## src/design/frs_ram.sv

```systemverilog
`timescale 1ns / 1ps
`default_nettype none
module frs_ram #(
  parameter int unsigned WIDTH = 8,
  parameter int unsigned DEPTH = 16,
  localparam int unsigned AW = (DEPTH > 1) ? $clog2(DEPTH) : 1
) (
  input  wire logic             clk,
  input  wire logic             we,
  input  wire logic [AW-1:0]    waddr,
  input  wire logic [WIDTH-1:0] wdata,
  input  wire logic             re,
  input  wire logic [AW-1:0]    raddr,
  output logic      [WIDTH-1:0] rdata
);

  logic [WIDTH-1:0] mem [DEPTH];
  logic [WIDTH-1:0] rdata_r;

  // write port
  always_ff @(posedge clk) begin
    if (we) begin
      mem[waddr] <= wdata;
    end
  end

  // registered read, held until the next read
  always_ff @(posedge clk) begin
    if (re) begin
      rdata_r <= mem[raddr];
    end
  end

  assign rdata = rdata_r;

endmodule
`default_nettype wire

```

## config.mk

```make
export PLATFORM = sky130hd
export DESIGN_NAME = frs_ram
export DESIGN_NICKNAME = d
export VERILOG_FILES = /design/src/design/frs_ram.sv
export SDC_FILE = /design/constraint.sdc
export NUM_CORES = 1
export LEC_CHECK = 0
export BUFFER_PORTS_ARGS = -buffer_cell sky130_fd_sc_hd__buf_4
export CAP_MARGIN = 0
export CORE_UTILIZATION = 44
export DETAILED_ROUTE_END_ITERATION = 7
export PLACE_DENSITY_LB_ADDON = 0.2
export SETUP_SLACK_MARGIN = 0.1
export SYNTH_ARGS = -nofsm -noshare
export SYNTH_HDL_FRONTEND = slang
export SYNTH_SLANG_ARGS = --single-unit
```

## constraint.sdc

```tcl
create_clock -name clk -period 3 [get_ports clk]
set_clock_uncertainty 0.15 [all_clocks]
set_input_delay 0.45 -clock clk [delete_from_list [all_inputs] [get_ports clk]]
set_output_delay 0.45 -clock clk [all_outputs]
set_load 0.02 [all_outputs]
```

==> results of run 1 <==
where the power goes:
group          switching [mW]  leakage [nW]  total (mW)  internal (mW)
registers              0.0116          1.24        2.15           2.14
clock network           0.694         0.276        1.99           1.29
logic                   0.117         0.586       0.208         0.0905
critical path, stage by stage:
cell and delay, ps:
buf_4 450, mux4_1 650, a22oi_1 270, nand2_1 80
worst max-delay path by stage:
stage / endpoint / cells past startpoint / slack (ps) / start
after floorplan: mem[0][0] / 2 / 910 / waddr[2]
after global placement: rdata[6] / 4 / 620 / raddr[0]
after detailed placement: rdata[1] / 4 / 610 / raddr[0]
after CTS: rdata[6] / 4 / 1020 / raddr[0]
after global routing: rdata[3] / 4 / 980 / raddr[0]
final: rdata[1] / 4 / 1070 / raddr[0]
through the flow:
stage | worst slack, ps | hold WS (ps) | total power [mW] | util
after floorplan | 907 | 399 | 2.31 | -
after global placement | 619 | 576 | 2.40 | 0.490
after detailed placement | 614 | 588 | 2.40 | 0.490
after CTS | 1020 | 182 | 4.39 | 0.539
after global routing | 981 | 199 | 4.47 | 0.539
final | 1070 | 198 | 4.35 | 0.539
flip-flops by register name, summed over array words and instances (netlist names):
register and flops:
mem 128, rdata 8
cell type report:
type,instances,area (um^2),share of cell area
tap,143,179,0.0288
timing repair buffer,43,323,0.0520
multi-input combinational,83,1060,0.170
clock inverter,10,129,0.0207
sequential,136,4080,0.657
clock buffer,21,440,0.0709
metal layers:
layer / share of wire / GRT usage / wire [um]
met1: 0.43 / 0.224 / 4230
met4: 0.012 / 0.0676 / 114
met3: 0.051 / 0.0465 / 503
met2: 0.50 / 0.287 / 4940
met5: 0 / 0 / 0
cells in the final DEF (no fill, tap or decap):
| cell type | n |
|---|---|
| nand3_1 | 1 |
| clkinv_1 | 2 |
| clkinvlp_4 | 1 |
| clkinv_2 | 3 |
| nand2_1 | 9 |
| bufinv_16 | 3 |
| clkbuf_1 | 4 |
| mux4_2 | 18 |
| clkinv_4 | 1 |
| nand2b_1 | 2 |
| a22oi_1 | 16 |
| nor3_1 | 4 |
| buf_4 | 43 |
| nand3b_1 | 2 |
| edfxtp_1 | 136 |
| or3b_2 | 1 |
| and2b_1 | 1 |
| nor2b_1 | 1 |
| nor2_1 | 13 |
| and2_1 | 1 |
| mux4_1 | 14 |
| clkbuf_16 | 17 |
cells by family (layout without fill, tap and decap cells):
family | count (synthesis) | after routing
mux | 32 | 32
buf+inv | 10 | 74
simple gates | 35 | 35
flops | 136 | 136
compound gates | 16 | 16
==> results.md, run 1 <==
* Status: finished, violations left
* Failing checks: design-rule violations
* Root Buffer: clkbuf_16
* Final Hold Vio Count at 0
* Dpl hpwl at 5.97 mm
* DP Area at 5640 um^2
* Number of hold buffers added after CTS at 0
* CTS tree: built
* Number of global-route vias before repair at 2573
* GP Congestion at 0.721
* Post_cts resized at 0
* R2r startpoint: mem[8][6]
* Worst reg2reg setup slack at 1350 ps
* Tot GR Track Use at 0.175
* Compound-Gate Fraction of Synth Area at 0.0230
* Bufs on Longest Clock Path at 2
* Min-Delay Endpoint: mem[11][1]
* Final period utilization at 0.645
* Hold Crit Class: input pin to flip-flop
* Total clock buffers created by CTS at 17
* Synth Warn # at 0
* Row count at 39
* Cell with the most instances after synthesis: edfxtp_1
* Antenna diodes at 0
* Pwr Density at 700 nW/um^2
* Post-synthesis xor/xnor area fraction at 0
* Clock H-tree levels at 4
* Post-route ant nets at 0
* Post-synth EDFFs at 136
* Post-synthesis cell type count at 18
* Synth Area in Adders at 0
* Total gr overflow at 0
* Multiplexer area fraction after synthesis at 0.148
* Core Area at 11500 um^2
* Post-Place Cells at 405
* Register area share after synthesis at 0.781
* Area delta synth->final at 18.8%
* Final setup TNS at 0 ps
* Maximum number of pins on one net before global-route repair at 33
* Final Setup Violations at 0
* I/O pins at 27
* Hold path cells at 1
* Post-CTS Setup Inserts at 0
* DRT iter0 DRCs at 204
* Share of post-route cells with drive strength above 1 at 0.297
* R2R cell count at 3
* Total Wirelength at 9.79 mm
* Vias per std cell at 5.55
* Post-Synth Simple-Gate Area at 0.0314
* Fill cell total of the finished layout at 877
* Data arrival time of the worst path at 1930 ps
* HP Start: wdata[1]
* Worst Path Max Fanout at 31
* Max Slew Vio Count at 0
* Finished Layout Cells at 436
* Leakage power at 2.10 nW
* Worst-Margin Slew at 754 ps
* Clk_lat worst skew at 400 ps
* Max cap viols at 0
* Synth area leader: edfxtp_1
* Mapped Area at 5230 um^2
* Worst vdd ir at 462 uV
* Area share of the leading cell type in the synthesized netlist at 0.781
* R2r endpoint: rdata[6]
* CTS clock-pin slew for the worst setup and hold paths at 50 ps
* Min Tclk post-route at 1930 ps
* Synth top cells by count: edfxtp_1 (136), mux4_2 (18), a22oi_1 (16), mux4_1 (14), nor2_1 (13)
* Die H at 111 um
* Starting density of the core at 0.454
* Async set or reset register ratio after synthesis at 0
* Crit Path Category: input pin to flip-flop
* WP data required at 2990 ps
* Main synth FF type: edfxtp_1
* Port Buffers at 26
* Clock sink count at 136
* Largest family of logic cells by synthesized area: multiplexers
* Post-synthesis average cell area at 22.8 um^2
* Syn Inst Count at 229
* Rel. slew slack at 0.497
* Setup crit start kind: input pin
* DRT Pass-1 Iters at 6
* Detailed-route via count at 2419
* Top cells by area, synth: edfxtp_1 (78%), mux4_2 (7.8%), mux4_1 (7.0%)
* Flops & latches, synth at 136
* Final Instance Area at 6210 um^2
* RSZ-0062 raised after global routing: no
* DRC at 11
* WL per Instance at 22.5 um
* Nets at 300
* Syn Nets at 248
* Die area at 12300 um^2
* Antenna violations before repair at 0
* Die Span X at 111 um
* First-pass GRT wire length at 15.0 mm
* CP endpoint kind: flip-flop
* Fmax at 517 MHz
(Power assumes the default switching activity.)
==> inputs of run 2 (changes only) <==
ABC_AREA = 1   (was unset)
clock period = 1.9 ns   (was 3 ns; I/O delays follow)
==> run 2 against run 1 <==
Critical path type is now flip-flop to primary output. Clock power up 73%. Sequential share of layout area decreased by 6.9 points. Die area is 12% higher. Core utilization grew 0.38 points. Non-clock buffer count up 7. Combinational power grew 120%. The flow now finishes without violations. Count of clock-buffer cells in the layout decreased by 2. Critical endpoint is now rdata[7].
==> results.md, run 2 <==
* Pwr Density at 1050 nW/um^2
* Critical path depth in cells at 1
* Syn Inst Count at 551
* Final period utilization at 0.771
* Multi-input logic area at 1210 um^2
* Largest register by flop count: mem
* Fill cell total of the finished layout at 1117
* CTS tree: built
* Die area at 13800 um^2
* Register Area at 4080 um^2
* Data arrival time of the worst path at 1030 ps
* DRT Pass-1 Iters at 5
* Syn Nets at 570
* Hold Crit Class: input pin to flip-flop
* RSZ-0062 raised after global routing: no
* Status: complete, no violations
* Area delta synth->final at 18.7%
* DRC at 0
* Row count at 41
* Final Instance Area at 6940 um^2
* Total clock buffers created by CTS at 17
* Maximum number of pins on one net before global-route repair at 65
* Total Wirelength at 13.3 mm
* CP bufs+invs at 1
* R2R cell count at 6
* Vias per std cell at 4.94
* Min Hold Slack at 71.6 ps
* Synth area leader: edfxtp_1
* Number of global-route vias before repair at 3890
* Post-synth EDFFs at 136
* Share of post-route cells with drive strength above 1 at 0.123
* Leakage power at 2.99 nW
* Final Setup Violations at 0
* Worst Path Max Fanout at 1
* Clock H-tree levels at 4
* Tot GR Track Use at 0.223
* Port Buffers at 26
* Final setup TNS at 0 ps
* Clk_lat worst skew at 420 ps
* Min Tclk post-route at 1460 ps
* Dpl hpwl at 8.25 mm
* Die H at 117 um
* Flops & latches, synth at 136
* Starting density of the core at 0.458
* Worst vdd ir at 601 uV
* Die Span X at 117 um
* Cell with the most instances after synthesis: nand2_1
* First-pass GRT wire length at 21.2 mm
* Nets at 615
* Area share of the leading cell type in the synthesized netlist at 0.698
* Mapped Area at 5850 um^2
* Crit Path Category: flip-flop to primary output
* WP data required at 1460 ps
* CTS clock-pin slew for the worst setup and hold paths at 60 ps
* WL per Instance at 17.1 um
* Max Slew Vio Count at 0
* CP delay by family, top: flip-flops
* Fmax at 683 MHz
* Commonest non-fill, non-tap cell in the layout: nand2_1
* CP endpoint kind: primary output
* CP Cell Sequence: buf_4
* Total gr overflow at 0
* I/O pins at 27
* GP Congestion at 0.808
* Main synth FF type: edfxtp_1
* Setup crit start kind: flip-flop
* Post-route ant nets at 0
* Root Buffer: clkbuf_16
* Antenna violations before repair at 0
* Detailed-route via count at 3858
* Final Hold Vio Count at 0
* Worst setup slack after layout at 436 ps
* Rel. slew slack at 0.787
* Post_cts resized at 0
* DRT iter0 DRCs at 416
* Max incr delay on CP at 420 ps
* Dpl ws at 234 ps
* Top cells by area, synth: edfxtp_1 (70%), nand2_1 (11%), nand3_1 (8.3%)
* Synth Warn # at 0
* Bufs on Longest Clock Path at 2
* Post-synthesis average cell area at 10.6 um^2
* Most frequent cells in the layout: nand2_1 (173), edfxtp_1 (136), inv_1 (100)
* DP Area at 6310 um^2
* Synth top cells by count: nand2_1 (173), edfxtp_1 (136), inv_1 (100), nand3_1 (97), nor2_1 (17)
* Async set or reset register ratio after synthesis at 0
* Tot Pwr at 7.30 mW
* Antenna diodes at 0
* Hold path cells at 1
* Register area share after synthesis at 0.698
* Core Area at 12800 um^2
* Max cap viols at 0
* Max reg flops at 128
* Clock sink count at 136
* Post-synthesis cell type count at 11
* Worst-Margin Slew at 319 ps
* CP max-delay cell: edfxtp_1
==> run 2: cells by family after synthesis <==
family | share of synthesized area
buffers and inverters | 0.0939
flip-flops | 0.698
AND/OR/NAND/NOR | 0.208
==> run 2: metal layers <==
| metal | global-route usage | routed length [um] | vias up |
|---|---|---|---|
| li1 | - | - | 1869 |
| met1 | 0.289 | 5790 | 1824 |
| met2 | 0.351 | 6430 | 144 |
| met3 | 0.0654 | 825 | 21 |
| met4 | 0.0979 | 295 | 0 |
| met5 | 0 | 0 | - |
==> run 2: area by class of cell <==
class	count	area share
Clock buffer	19	0.0624
Clock inverter	13	0.0263
Inverter	102	0.0552
Multi-Input combinational cell	289	0.175
Sequential cell	136	0.589
Tap cell	172	0.0310
Timing Repair Buffer	50	0.0617
==> run 2: worst paths after layout <==
kind	startpoint	endpoint	slack, ps
worst max-delay path	rdata[7]	rdata[7]	440
worst min register to register	mem[2][7]	rdata[7]	630
worst max register to register	mem[3][2]	rdata[2]	580
worst min-delay path	wdata[3]	mem[4][3]	70
==> run 2: where the power goes <==
group	leakage [nW]	switching, mW	internal, mW
combinational	1.46	0.304	0.149
sequential	1.24	0.0193	3.38
clock	0.300	1.16	2.29
total	2.99	1.48	5.82
==> run 2: through the flow <==
| stage | util | cells |
|---|---|---|
| after floorplan | - | 551 |
| after global placement | 0.494 | 748 |
| after detailed placement | 0.494 | 748 |
| after CTS | 0.543 | 781 |
| after global routing | 0.543 | 781 |
| final | 0.543 | 781 |
==> run 2: worst register-to-register path: stages (launching register included) <==
cell	delay, ps
edfxtp_1	350
inv_1	60
nand2_1	50
nand3_1	120
nand3_1	130
nand3_1	140
nand2_1	70
==> run 2: repair_timing <==
item                      CTS  global route
hold endpoints to repair    1             0
setup buffers               0             0
hold buffers                1             0
==> inputs of run 3 (changes only) <==
clock period = 1.4 ns   (was 1.9 ns; I/O delays follow)
==> run 3 against run 2 <==
Global-route usage fell by 0.59 points. Critical path depth did not move. Die area did not move. Register-to-register slack got worse by 440 ps. Combinational power rose by 52%. Flip-flop and latch count did not move. Cell count rose by 0.64%. Final area rose by 3.1%. Routed wire length rose by 0.11%.
==> results.md, run 3 (synthesis gave the netlist of run 2 again) <==
* CTS tree: built
* R2R cell count at 6
* Fmax at 728 MHz
* Post-CTS Setup Inserts at 0
* Min Tclk post-route at 1370 ps
* DRT Pass-1 Iters at 8
* R2r endpoint: rdata[6]
* Final Setup Violations at 0
* Multi-input logic area at 1360 um^2
* Pwr Density at 1370 nW/um^2
* Leakage power at 3.09 nW
* Core Area at 12800 um^2
* WL per Instance at 17.0 um
* Number of global-route vias before repair at 3786
* Final Instance Area at 7160 um^2
* Clk_lat worst skew at 420 ps
* Register Area at 4080 um^2
* Worst vdd ir at 775 uV
* First-pass GRT wire length at 20.7 mm
* CP delay by family, top: flip-flops
* Commonest non-fill, non-tap cell in the layout: nand2_1
* Detailed-route via count at 3866
* Share of post-route cells with drive strength above 1 at 0.176
* Bufs on Longest Clock Path at 2
* Final Hold Vio Count at 0
* Max Slew Vio Count at 0
* Max reg flops at 128
* DRC at 0
* Total clock buffers created by CTS at 17
* Max incr delay on CP at 440 ps
* Maximum number of pins on one net before global-route repair at 54
* Port Buffers at 26
* CP bufs+invs at 1
* R2r startpoint: mem[7][6]
* Row count at 41
* Total Wirelength at 13.3 mm
* Data arrival time of the worst path at 1010 ps
* Die H at 117 um
* Die area at 13800 um^2
* Clock H-tree levels at 4
* Tot Pwr at 9.79 mW
* Final period utilization at 0.981
* Max cap viols at 0
* RSZ-0062 raised after global routing: yes
* Rel. slew slack at 0.718
* Crit Path Category: flip-flop to primary output
* DP Area at 6340 um^2
* Worst-Margin Slew at 423 ps
* CP endpoint kind: primary output
* Fill cell total of the finished layout at 1094
* CP Cell Sequence: buf_6
* Area delta synth->final at 22.4%
* Min-Delay Endpoint: mem[3][3]
* Hold path cells at 1
* Antenna diodes at 0
* GP Congestion at 0.809
* Starting density of the core at 0.458
* Antenna violations before repair at 0
* Tot GR Track Use at 0.218
* Clock sink count at 136
* Setup crit start kind: flip-flop
* Vias per std cell at 4.92
* CTS clock-pin slew for the worst setup and hold paths at 50 ps
* Total gr overflow at 0
* Worst Path Max Fanout at 1
* Status: complete, no violations
* Root Buffer: clkbuf_16
* WP data required at 1040 ps
* HP Start: wdata[3]
* CP max-delay cell: edfxtp_1
* Nets at 621
* Die Span X at 117 um
* Hold Crit Class: input pin to flip-flop
* Worst reg2reg setup slack at 140 ps
* Most frequent cells in the layout: nand2_1 (171), edfxtp_1 (136), inv_1 (100)
* I/O pins at 27
* Largest register by flop count: mem
* Post-route ant nets at 0
* Dpl hpwl at 8.06 mm
* DRT iter0 DRCs at 305
==> run 3: cell count changes in the layout (fill, tap and decap cells not counted) <==
cell,delta
clkinv_1,-4
buf_6,+8
nand3_1,-26
buf_12,+1
bufinv_16,-1
inv_2,-1
nand2_2,+2
inv_4,+1
dlygate4sd3_1,+4
nand3_2,+25
buf_4,-7
nand3_4,+1
nand2_1,-2
clkinv_2,+4
==> run 3: timing repair <==
action	4_1_cts	5_1_grt
endpoints found under the hold margin	72	0
resized for setup	12	27
hold buffers	5	0
pin swaps	0	9
endpoints found under the setup margin	11	16
==> run 3: worst max path at each step <==
stage | start | endpoint | slack, ps | cells after the start
CTS | rdata[7] | rdata[7] | 1 | 1
floorplan | waddr[3] | mem[4][0] | 90 | 2
finish | rdata[7] | rdata[7] | 30 | 1
global placement | raddr[1] | rdata[5] | -240 | 6
detailed placement | raddr[1] | rdata[3] | -250 | 7
global route | rdata[7] | rdata[7] | -20 | 1
==> run 3: area by class of cell <==
type | count | area share
inverters | 102 | 0.0538
multi-input cells | 289 | 0.190
flip-flops and latches | 136 | 0.571
repair buffers | 56 | 0.0734
clock buffers | 19 | 0.0605
well taps | 172 | 0.0301
clock inverters | 12 | 0.0220
==> run 3: metal layers <==
metal	global-route usage	routed length (um)
met1	0.281	5900
met3	0.0582	706
met4	0.121	490
met5	0	0
met2	0.334	6250
==> run 3: per-stage QoR <==
stage                     setup TNS [ps]  setup WS, ps  instances  hold slack, ps  utilization
after floorplan                        0          89.2        551             159            -
after global placement             -1740          -239        750             367        0.496
after detailed placement           -1870          -248        750             371        0.496
after CTS                              0          1.03        786            7.77        0.550
after global routing               -16.3         -16.3        786            6.25        0.560
final                                  0          26.8        786            8.51        0.560
==> run 3: power by group <==
part / switching (mW) / internal [mW]
Sequential: 0.0293 / 4.59
Clock: 1.55 / 2.93
Combinational: 0.444 / 0.242
Total: 2.03 / 7.76
